--- src/sv/piexu_pkg.sv ---
`timescale 1ns / 1ps
package piexu_pkg;
	typedef enum logic [5:0] {
		OP_ADD = 6'd0, OP_ADDC = 6'd1, OP_ADDE = 6'd2, OP_ADDI = 6'd3, OP_ADDIC = 6'd4,
		OP_ADDIC_RC = 6'd5, OP_ADDIS = 6'd6, OP_ADDME = 6'd7, OP_ADDZE = 6'd8,
		OP_AND = 6'd9, OP_ANDC = 6'd10, OP_ANDI = 6'd11, OP_ANDIS = 6'd12,
		OP_CNTLZW = 6'd13, OP_DIVW = 6'd14, OP_DIVWU = 6'd15, OP_EQV = 6'd16,
		OP_EXTSB = 6'd17, OP_EXTSH = 6'd18, OP_MULHW = 6'd19, OP_MULHWU = 6'd20,
		OP_MULLI = 6'd21, OP_MULLW = 6'd22, OP_NAND = 6'd23, OP_NEG = 6'd24,
		OP_NOR = 6'd25, OP_OR = 6'd26, OP_ORC = 6'd27, OP_ORI = 6'd28, OP_ORIS = 6'd29,
		OP_RLWIMI = 6'd30, OP_RLWINM = 6'd31, OP_RLWNM = 6'd32, OP_SRW = 6'd33,
		OP_SLW = 6'd34, OP_SRAW = 6'd35, OP_SRAWI = 6'd36, OP_SUBF = 6'd37,
		OP_SUBFC = 6'd38, OP_SUBFE = 6'd39, OP_SUBFIC = 6'd40, OP_SUBFME = 6'd41,
		OP_SUBFZE = 6'd42, OP_XOR = 6'd43, OP_XORI = 6'd44, OP_XORIS = 6'd45
	} op_t;

	typedef struct packed {
		logic [5:0]  action;
		logic [31:0] operand_a;
		logic [31:0] operand_b;
		logic [31:0] insert_target;
		logic [15:0] imm16;
		logic [4:0]  shift_imm;
		logic [4:0]  mask_begin;
		logic [4:0]  mask_end;
		logic        record_bit;
		logic        overflow_enable;
		logic        ra_field_zero;
	} item_t;

	typedef struct packed {
		logic [31:0] result;
		logic [3:0]  cr0_field;
		logic        cr0_write;
		logic        carry_out;
		logic        overflow_out;
		logic        summary_overflow_out;
	} res_t;

	localparam int QDEPTH = 2;

	typedef enum logic [1:0] {ST_IDLE, ST_MUL, ST_DIV, ST_DONE} bst_t;
endpackage

--- src/sv/piexu_front.sv ---
`timescale 1ns / 1ps
// Input stage and two-entry queue towards the execute part.
module piexu_front (
	input  logic                  clk,
	input  logic                  arst_n,
	input  piexu_pkg::item_t      in_item,
	input  logic                  in_valid,
	output logic                  in_ready,
	output piexu_pkg::item_t      q_item,
	output logic                  q_valid,
	input  logic                  q_ready
);
	piexu_pkg::item_t mem_q [piexu_pkg::QDEPTH];
	logic       wp_q, rp_q;
	logic [1:0] cnt_q;
	logic       push, pop;

	assign in_ready = (cnt_q != 2'(piexu_pkg::QDEPTH));
	assign push     = in_valid && in_ready;
	assign q_valid  = (cnt_q != 2'd0);
	assign pop      = q_valid && q_ready;
	assign q_item   = mem_q[rp_q];

	always_ff @(posedge clk) begin
		if (push) begin
			mem_q[wp_q] <= in_item;
		end
	end

	always_ff @(posedge clk or negedge arst_n) begin
		if (!arst_n) begin
			wp_q  <= 1'b0;
			rp_q  <= 1'b0;
			cnt_q <= 2'd0;
		end else begin
			if (push) wp_q <= ~wp_q;
			if (pop) rp_q <= ~rp_q;
			cnt_q <= cnt_q + 2'(push) - 2'(pop);
		end
	end

`ifndef ASSERT_OFF
	a_no_overflow: assert property (@(posedge clk) disable iff (!arst_n)
		cnt_q <= 2'(piexu_pkg::QDEPTH)) else $error("queue overfull");
	a_pop_nonempty: assert property (@(posedge clk) disable iff (!arst_n)
		pop |-> cnt_q != 2'd0) else $error("pop from empty queue");
	a_cnt_step: assert property (@(posedge clk) disable iff (!arst_n)
		(push && !pop) |=> cnt_q == $past(cnt_q) + 2'd1) else $error("count slip");
`endif
endmodule

--- config.mk ---
export PLATFORM = sky130hd
export DESIGN_NAME = piexu_front
export DESIGN_NICKNAME = d
export VERILOG_FILES = /design/src/sv/piexu_pkg.sv /design/src/sv/piexu_front.sv
export SDC_FILE = /design/constraint.sdc
export NUM_CORES = 1
export LEC_CHECK = 0
export ABC_AREA = 1
export BUFFER_PORTS_ARGS = -buffer_cell sky130_fd_sc_hd__buf_2
export CAP_MARGIN = 30
export CORE_ASPECT_RATIO = 0.75
export CORE_MARGIN = 10
export CORE_UTILIZATION = 30
export DETAILED_ROUTE_END_ITERATION = 8
export GPL_TIMING_DRIVEN = 0
export SLEW_MARGIN = 20
export SYNTH_ARGS = -nofsm -noshare
export SYNTH_HDL_FRONTEND = slang
export SYNTH_SLANG_ARGS = --single-unit
--- constraint.sdc ---
create_clock -name clk -period 14.05 [get_ports clk]
set_input_delay 1.405 -clock clk [delete_from_list [all_inputs] [get_ports clk]]
set_output_delay 1.405 -clock clk [all_outputs]
set_load 0.005 [all_outputs]
Word-level counts from Yosys, hierarchy flattened
Memory sizes are Yosys's and may differ from the RTL's.
Index checks and enable logic that the tools add are counted.
{"block": "word_totals", "n_memories": 1, "register_bits": 4, "latch_bits": 0, "wordCells": 14, "inputBits": 140, "mem_bits_rw": 272, "rom_bits": 0, "out_inout_bits": 138}
{"block": "classes", "bitwise": 2, "n_mux": 2, "eq_ne": 1, "n_addsub": 2, "n_reduce_logical": 3, "order_cmp": 0, "mul": 0, "div": 0, "shift": 0}
{"memory": "mem_q", "words": 2, "word_bits": 136, "rd": 1, "rd_ports_with_merged_regs": 0, "write_ports": 1, "line_no": "piexu_front.sv:13", "source": "piexu_pkg::item_t mem_q [piexu_pkg::QDEPTH];"}
{"cell": "adder 2 x 1 -> 2 bit", "n": 1}
{"cell": "logical AND 1 bit", "n": 2}
{"cell": "2-to-1 mux 1 bit", "n": 2}
{"cell": "!= test 2 bit (second input constant)", "n": 1}
{"cell": "inverter 1 bit", "n": 2}
{"cell": "nonzero test 2 bit", "n": 1}
{"cell": "subtractor 2 x 1 -> 2 bit", "n": 1}

Longest topological paths before layout
Gate-level depths: netlist of the first run.
{"block": "depth", "depth_word": 4, "mapped_depth": 10, "mapped_depth_nobuf": 10}

Worst setup path after synthesis of the first run
OpenSTA, ideal clock, no wires.
{"block": "synth_path", "path_type": "input port to flip-flop", "from": "input in_valid", "to": "memory mem_q[1][0] (netlist bit) (enable)", "required_ns": 13.417, "path_buffers": 0, "path_slack_ns": 6.279, "setup_time_ns": 0.633, "arrival_ns": 7.138, "cell_stages": 2, "path_cell_list": "nand2_1 nor2_1"}
{"block": "synth_between", "elab_chain_cells": 3}
{"element": "start: declaration", "line_no": "piexu_front.sv:7", "source": "input logic in_valid,"}
{"element": "logical AND 1 bit", "line_no": "piexu_front.sv:19", "source": "assign push = in_valid && in_ready;"}
{"element": "2-to-1 mux 1 bit", "line_no": "piexu_front.sv:25", "source": "if (push) begin"}
{"element": "2-to-1 mux 1 bit (implied by the code)", "line_no": "piexu_front.sv:26", "source": "mem_q[wp_q] <= in_item;"}
{"element": "end: declaration", "line_no": "piexu_front.sv:13"}
Every way passes these cells.

==> results of run 1 <==
[worst max-delay path: cells and delay by family, from the launching register on]
| family | cells | cell delay, ns |
|---|---|---|
| buffers and inverters | 4 | 0.61 |
| AND/OR/NAND/NOR | 2 | 0.18 |
| flip-flops | 1 | 0.41 |
[layout make-up]
type | instances | area, µm² | share of cell area (%)
Multi-Input combinational cell | 427 | 1630 | 12.3
Timing Repair Buffer | 284 | 1560 | 11.8
Buffer | 30 | 334 | 2.51
Antenna cell | 3 | 7.51 | 0.0565
Clock buffer | 39 | 793 | 5.97
Tap cell | 450 | 563 | 4.24
Sequential cell | 276 | 8270 | 62.2
Clock inverter | 11 | 82.6 | 0.622
Inverter | 9 | 41.3 | 0.311
[cell usage after synthesis]
master / n / area, µm²
dfrtp_1: 4 / 100
nor2_1: 1 / 3.75
nand2_1: 421 / 1580
ha_1: 2 / 25.0
nand3_1: 3 / 15.0
edfxtp_1: 272 / 8170
inv_1: 8 / 30.0
inv_2: 1 / 3.75
buf_4: 1 / 7.51
buf_6: 29 / 327
[per-layer routing]
layer	track usage (%)	vias up	part of all wire, %
li1	-	3145	-
met1	14.4	3018	41
met2	19.5	224	47
met3	5.02	44	9.7
met4	3.35	6	2.4
met5	0	-	0.086
[worst paths after layout]
path / end / slack, ns / depth (start not counted)
max in group asynchronous: wp_q$_DFFE_PN0N_ / 13.26 / 1
max reg2reg: mem_q[1][109]$_DFFE_PP_ / 11.89 / 6
max: q_item[18] / 10.90 / 6
min reg2reg: wp_q$_DFFE_PN0N_ / 0.47 / 2
min in group asynchronous: cnt_q[1]$_DFF_PN0_ / 0.66 / 1
min: wp_q$_DFFE_PN0N_ / 0.47 / 2
[metrics by stage]
step / hold slack, ns / instance area [µm²] / setup slack, ns
after floorplan: 0.442 / 10300 / 6.28
after global placement: 0.456 / 12200 / 2.35
after detailed placement: 0.461 / 12400 / 10.87
after CTS: 0.475 / 13300 / 10.77
after global routing: 0.534 / 13300 / 10.74
final: 0.473 / 13300 / 10.90
[sequential cells by signal (all words and copies together), names as in the netlist]
name,count
rp_q,1
wp_q,1
cnt_q,2
mem_q,272
[where the power goes]
part / total [mW] / leakage [nW] / switching, mW / internal, mW
clock network: 0.713 / 0.436 / 0.302 / 0.411
registers: 1.16 / 2.58 / 0.0385 / 1.12
logic: 0.921 / 2.67 / 0.567 / 0.353
[cells by family (layout without fill, tap and decap cells)]
| group | after synthesis | after routing | synth area share, % |
|---|---|---|---|
| buffers and inverters | 39 | 373 | 3.59 |
| adder cells (fa/ha/maj) | 2 | 2 | 0.244 |
| AND/OR/NAND/NOR | 425 | 425 | 15.6 |
| flip-flops | 276 | 276 | 80.6 |
| other | 0 | 3 | 0 |
==> results.cfg, run 1 <==
[timing]
period_share_pct = 22.5
drv_slew = 0
setup_tns_ns = 0
tightest_slew_ns = 0.713
relSlewSlack_pct = 52.4
hold_violations = 0
report.final.setup_viol = 0
min_period_ns = 3.15
rsz0062_at_grt = false
finClkSkew_ns = 0.0148
fmax_mhz = 317

[cts]
cts_resized = 0
ctsHoldBuffers = 0
clk_latency_ns = 0.55
cts_tree = yes
cts_buffers = 28
path_clk_slew_ns = 0.06
clock_sinks = 276
cts_max_level = 1
cts-root-buf = clkbuf_16
cts_setup_buffers = 0
clockBufferDepth = 3

[worst_setup_path]
cpPeakStageDelay_ns = 0.41
critPathMaxFanout = 10
critPathArrivalTime_ns = 1.75
crit_type = register to output port
cp-startpoint = rp_q$_DFFE_PN0P_
crit_path_start_kind = register
critPathSlowestCell = dfrtp_1
r2r_start = cnt_q[1]$_DFF_PN0_
required_ns = 12.65
crit_chain = inv_2, buf_6, buf_6, nand2_1, nand2_1, buf_2
critPathCaptureType = output port

[drt]
ant_nets = 0
drtIter0Drc = 441
dr.pass1.iters = 5
post-route-drc-count = 0
finalWirelength_mm = 26.7
wl_per_cell_um = 17.4
routed_via_density = 4.21
dr_total_vias = 6437

[outcome]
status = completed

[grt]
antenna_found_initial = 6
grt_usage_pct = 12.0
grt-ovfl-total = 0
grt_pass1_vias = 6562
grt_max_degree = 77
grt_pass1_wl_mm = 39.1

[finish]
fin_cells = 1529
fill_cells = 3193
fin_util_pct = 39.5
mostFrequentLayoutCells = 421 x nand2_1, 277 x buf_2, 272 x edfxtp_1
drive_above_1_share_pct = 33.2
layout_commonest_cell = nand2_1
nets = 1198
area_growth_pct = 29.5

[die]
ios = 278
rows = 58
die_h_um = 180
die_area_mm2 = 0.0421
die_x_um = 234
core_mm2 = 0.0336
start_util_pct = 30.5

[min_path]
hold_start = wp_q$_DFFE_PN0N_
hp-class = register to register

[pwr]
ir_drop_v = 0.000149
power.density_mw_per_mm2 = 210
total_power_mw = 2.79
leakage_nw = 5.69

[yosys]
synth_nets = 884
synth_cells = 742
synth_area_mm2 = 0.0103
ys_types = 10
syn_area_per_cell_um2 = 13.8
ys_warn_count = 0
ys_seq_area_share_pct = 80.6
ys_ff_latch = 276

[place]
place_inst = 1476
hpwl_mm = 18.9
place.gp.congestion = 0.767
port_buffers = 277

[job]
maxCapViolations = 0
Note: power is estimated with default switching activity, not from simulation.
==> inputs of run 2 (changes only) <==
==> constraint.sdc (replaced) <==
create_clock -name clk -period 2.7 [get_ports clk]
set_input_delay 0.27 -clock clk [delete_from_list [all_inputs] [get_ports clk]]
set_output_delay 0.27 -clock clk [all_outputs]
set_load 0.005 [all_outputs]
==> run 2 against run 1 <==
  * Sequential power grew to 5.2 times the previous value
  * Cell count grew 9.3%
  * Via count grew 7.7%
  * Total power rose to 5.3 times the previous value
  * Clock skew down 0.0063 ns
  * Global-route usage increased by 0.58 points
  * Count of clock-buffer cells in the layout is 6 lower
  * Hold slack got worse by 0.36 ns
  * Sequential share of layout area is 6.1 points lower
  * Largest cell class unchanged
  * Largest power group unchanged
==> results.cfg, run 2 (synthesized netlist as in run 1, its figures left out) <==
[outcome]
status = completed

[cts]
clockBufferDepth = 3
clock_sinks = 276
cts_setup_buffers = 0
cts-root-buf = clkbuf_16
cts_max_level = 1
cts_buffers = 28
cts_tree = yes
clk_latency_ns = 0.54
path_clk_slew_ns = 0.06

[worst_setup_path]
critPathArrivalTime_ns = 2.38
crit_path_start_kind = register
required_ns = 2.94
cpPeakStageDelay_ns = 0.58
worst-r2r-setup-slack_ns = 0.56
critPathMaxFanout = 25
ff2ff_path_depth = 6
critPathSlowestCell = nor2_4
crit_chain = nand2_2, nand2_2, nor2_4, buf_16, buf_16, buf_12
crit_type = register to register
rr_endpoint = mem_q[1][4]$_DFFE_PP_
r2r_start = cnt_q[1]$_DFF_PN0_
critPathCaptureType = register

[die]
core_mm2 = 0.0336
die_x_um = 234
rows = 58
die_h_um = 180
ios = 278
start_util_pct = 30.5
die_area_mm2 = 0.0421

[grt]
grt_max_degree = 33
grt_usage_pct = 12.6
grt_pass1_wl_mm = 41.6
grt-ovfl-total = 0
grt_pass1_vias = 7250
antenna_found_initial = 2

[timing]
drv_slew = 0
rsz0062_at_grt = false
holdWs_ns = 0.114
finClkSkew_ns = 0.00855
tightest_slew_ns = 0.715
fmax_mhz = 466
relSlewSlack_pct = 52.2
min_period_ns = 2.14
report.final.setup_viol = 0
period_share_pct = 79.4
hold_violations = 0

[drt]
dr_total_vias = 6935
finalWirelength_mm = 27.6
ant_nets = 0
wl_per_cell_um = 16.5
drtIter0Drc = 314
routed_via_density = 4.15
post-route-drc-count = 0
dr.pass1.iters = 6

[finish]
layout_commonest_cell = nand2_1
largestRegisters = mem_q x272, cnt_q x2
area_growth_pct = 43.5
drive_above_1_share_pct = 29.5
mostFrequentLayoutCells = 419 x nand2_1, 277 x buf_2, 272 x edfxtp_1
regMostFlops = mem_q
nets = 1341
largest_reg_flops = 272

[job]
maxCapViolations = 0

[place]
port_buffers = 277
place.gp.congestion = 0.775
hpwl_mm = 19.0

[pwr]
leakage_nw = 6.27
power.density_mw_per_mm2 = 997
total_power_mw = 14.7
ir_drop_v = 0.000601

[min_path]
hp-class = primary input to asynchronous set/reset pin
## run 2: changes by cell type in the layout (fill, tap and decap cells not counted), sizes merged, moves of 2 or more
cell	delta
clkinvlp	+3
buf	+4
dlygate4sd3	+139
clkinv	+5
clkbuf	-6
inv	-2
## run 2: critical path: cells and delay by family, from the launching register on
| kind | cells | cell delay [ns] |
|---|---|---|
| DFF | 1 | 0.40 |
| buffers and inverters | 3 | 0.64 |
| and+or+nand+nor | 3 | 0.77 |
## run 2: timing repair
action,CTS,global route
endpoints found under the hold margin,278,0
hold buffers,139,0
gates resized for setup,0,0
## run 2: worst max path at each step
stage,from,endpoint,slack [ns],depth (start not counted)
after floorplan,cnt_q[1]$_DFF_PN0_,mem_q[1][0]$_DFFE_PP_,-0.30,3
after global placement,cnt_q[0]$_DFF_PN0_,mem_q[0][72]$_DFFE_PP_,-1.75,4
after global routing,cnt_q[1]$_DFF_PN0_,mem_q[1][28]$_DFFE_PP_,0.41,6
after CTS,cnt_q[1]$_DFF_PN0_,mem_q[1][7]$_DFFE_PP_,0.51,6
after detailed placement,cnt_q[1]$_DFF_PN0_,mem_q[1][5]$_DFFE_PP_,0.56,6
final,cnt_q[1]$_DFF_PN0_,mem_q[1][4]$_DFFE_PP_,0.56,6
## run 2: power breakdown
| group | internal, mW | total [mW] | switching [mW] | leakage [nW] |
|---|---|---|---|---|
| registers | 5.83 | 6.03 | 0.202 | 2.58 |
| logic | 2.05 | 5.09 | 3.03 | 3.28 |
| clock network | 2.03 | 3.56 | 1.53 | 0.406 |
## run 2: metal layers
layer / wire (µm) / up-vias / GRT usage, %
li1: - / 3426 / -
met1: 11600 / 3264 / 15.1
met2: 13300 / 210 / 21.4
met3: 2080 / 35 / 4.06
met4: 623 / 0 / 3.30
met5: 0 / - / 0
## run 2: layout make-up
type / instances / area (µm²)
timing repair buffer: 427 / 3040
clock inverter: 17 / 101
antenna: 2 / 5.00
fill: 3003 / 18900
clock buffer: 33 / 741
sequential: 276 / 8270
multi-input combinational: 427 / 1640
inverter: 9 / 37.5
tap: 450 / 563
buffer: 30 / 334
## run 2: stage by stage
stage,TNS [ns],setup slack (ns),cells,utilization [%],area [µm²]
5_1_grt,0,0.412,1671,43.8,14700
6_report,0,0.555,1671,43.8,14700
4_1_cts,0,0.506,1669,43.8,14700
2_1_floorplan,-81.03,-0.305,742,-,10300
3_3_place_gp,-459.28,-1.75,1469,36.4,12200
3_5_place_dp,0,0.560,1480,37.2,12500
==> inputs of run 3 (changes only) <==
==> constraint.sdc (replaced) <==
create_clock -name clk -period 2.2 [get_ports clk]
set_input_delay 0.22 -clock clk [delete_from_list [all_inputs] [get_ports clk]]
set_output_delay 0.22 -clock clk [all_outputs]
set_load 0.005 [all_outputs]
==> run 3 against run 2 <==
  * Combinational power up 23%
  * Core utilization up 0.067 points
  * Total power up 23%
  * Hold slack worse by 0.051 ns
  * Sequential power up 23%
  * Die area unchanged
  * Cell count up 0.18%
  * Critical path type unchanged
  * Critical endpoint is now mem_q[0][67]$_DFFE_PP_
==> results.cfg, run 3 (synthesized netlist as in run 1, its figures left out) <==
[outcome]
status = completed

[grt]
grt_max_degree = 33
grt-ovfl-total = 0
grtUsageMet3_pct = 4.06
top_usage_layer = met2
grt_usage_pct = 12.6
met2_usage_pct = 21.4
use_met1_pct = 15.1
grt_pass1_wl_mm = 41.6
grt_pass1_vias = 7250
antenna_found_initial = 2

[timing]
report.final.setup_viol = 0
relSlewSlack_pct = 64.8
fmax_mhz = 486
min_period_ns = 2.06
hold_violations = 0
holdWs_ns = 0.0629
period_share_pct = 93.6
rsz0062_at_grt = false
tightest_slew_ns = 0.526
drv_slew = 0
finClkSkew_ns = 0.00807

[cts]
cts_max_level = 1
clock_sinks = 276
clk_latency_ns = 0.54
clockBufferDepth = 3
cts_resized = 0
cts_buffers = 28
path_clk_slew_ns = 0.06
cts_tree = yes
cts-root-buf = clkbuf_16

[place]
place.gp.congestion = 0.775
port_buffers = 277
hpwl_mm = 19.0

[die]
ios = 278
die_area_mm2 = 0.0421
core_mm2 = 0.0336
die_x_um = 234
start_util_pct = 30.5
rows = 58
die_h_um = 180

[drt]
routed_via_density = 4.15
dr_total_vias = 6944
ant_nets = 0
drtIter0Drc = 321
post-route-drc-count = 0
dr.pass1.iters = 4
finalWirelength_mm = 27.7
wl_per_cell_um = 16.5

[worst_setup_path]
critPathArrivalTime_ns = 2.34
critPathCaptureType = register
crit_type = register to register
rr_endpoint = mem_q[0][67]$_DFFE_PP_
required_ns = 2.49
critPathMaxFanout = 31
worst-r2r-setup-slack_ns = 0.14
ff2ff_path_depth = 7
crit_path_start_kind = register
r2r_start = cnt_q[0]$_DFF_PN0_

[pwr]
seqPwrFrac_pct = 41.0
power.share.combinational_pct = 34.8
power.share.clock_pct = 24.2
ir_drop_v = 0.000739
p_sw_share_pct = 32.5
p_int_mw = 12.2
power.density_mw_per_mm2 = 1220
leakage_nw = 6.28
switching_power_mw = 5.86

[finish]
area_growth_pct = 43.8
largest_reg_flops = 272
drive_above_1_share_pct = 29.7
nets = 1344
regMostFlops = mem_q
mostFrequentLayoutCells = 419 x nand2_1, 277 x buf_2, 272 x edfxtp_1
largestRegisters = mem_q x272, cnt_q x2
layout_commonest_cell = nand2_1
fin_util_pct = 43.9

[job]
maxCapViolations = 0

[min_path]
hp-class = primary input to asynchronous set/reset pin
run 3: changes by cell type in the layout (fill, tap and decap cells not counted), sizes merged:
cell,delta
buf,+3
run 3: metal layers:
layer	wire length [µm]	vias to the layer above
li1	-	3433
met1	11600	3275
met2	13400	204
met3	2110	32
met4	599	0
met5	0	-
run 3: worst max-delay path: stages, from the launching register on:
cell and delay (ns):
dfrtp_1 0.39, inv_2 0.06, nand2_2 0.07, nand3_2 0.09, clkinvlp_4 0.44, buf_16 0.35, buf_12 0.17, buf_12 0.19
run 3: power by group through the flow:
stage	Sequential [mW]	Clock [mW]	Combinational, mW
after global placement	7.66	0	5.80
after CTS	7.40	4.53	6.44
final	7.40	4.37	6.27
after detailed placement	7.51	0	6.20
after global routing	7.49	4.76	6.98
after floorplan	7.56	0	3.04
run 3: what timing repair did:
item | in CTS | in global routing
hold buffers | 139 | 0
setup buffers | 0 | 3
endpoints found under the hold margin | 278 | 0
setup endpoints to repair | 0 | 25
run 3: final cells by class:
type | count | area [µm²]
fillers | 3003 | 18900
plain buffers | 30 | 334
well taps | 450 | 563
clock buffers | 33 | 741
diodes | 2 | 5.00
repair buffers | 430 | 3060
flip-flops and latches | 276 | 8270
multi-input cells | 427 | 1640
clock inverters | 17 | 101
inverters | 9 | 37.5
run 3: metrics by stage:
step / worst slack, ns / TNS (ns) / cell area (µm²) / total power [mW] / cells
after floorplan: -0.805 / -217.03 / 10300 / 10.6 / 742
after global placement: -2.25 / -595.28 / 12200 / 13.5 / 1469
after detailed placement: 0.0605 / 0 / 12500 / 13.7 / 1480
after CTS: 0.00650 / 0 / 14700 / 18.4 / 1669
after global routing: 0.0214 / 0 / 14700 / 19.2 / 1674
final: 0.142 / 0 / 14700 / 18.0 / 1674
run 3: worst max path at each step:
stage / start / to / slack, ns / depth (start not counted)
2_1_floorplan: cnt_q[1]$_DFF_PN0_ / mem_q[1][0]$_DFFE_PP_ / -0.80 / 3
3_3_place_gp: cnt_q[0]$_DFF_PN0_ / mem_q[0][72]$_DFFE_PP_ / -2.25 / 4
3_5_place_dp: cnt_q[1]$_DFF_PN0_ / mem_q[1][5]$_DFFE_PP_ / 0.06 / 6
4_1_cts: cnt_q[1]$_DFF_PN0_ / mem_q[1][7]$_DFFE_PP_ / 0.006 / 6
5_1_grt: cnt_q[0]$_DFF_PN0_ / mem_q[0][33]$_DFFE_PP_ / 0.02 / 7
6_report: cnt_q[0]$_DFF_PN0_ / mem_q[0][67]$_DFFE_PP_ / 0.14 / 7
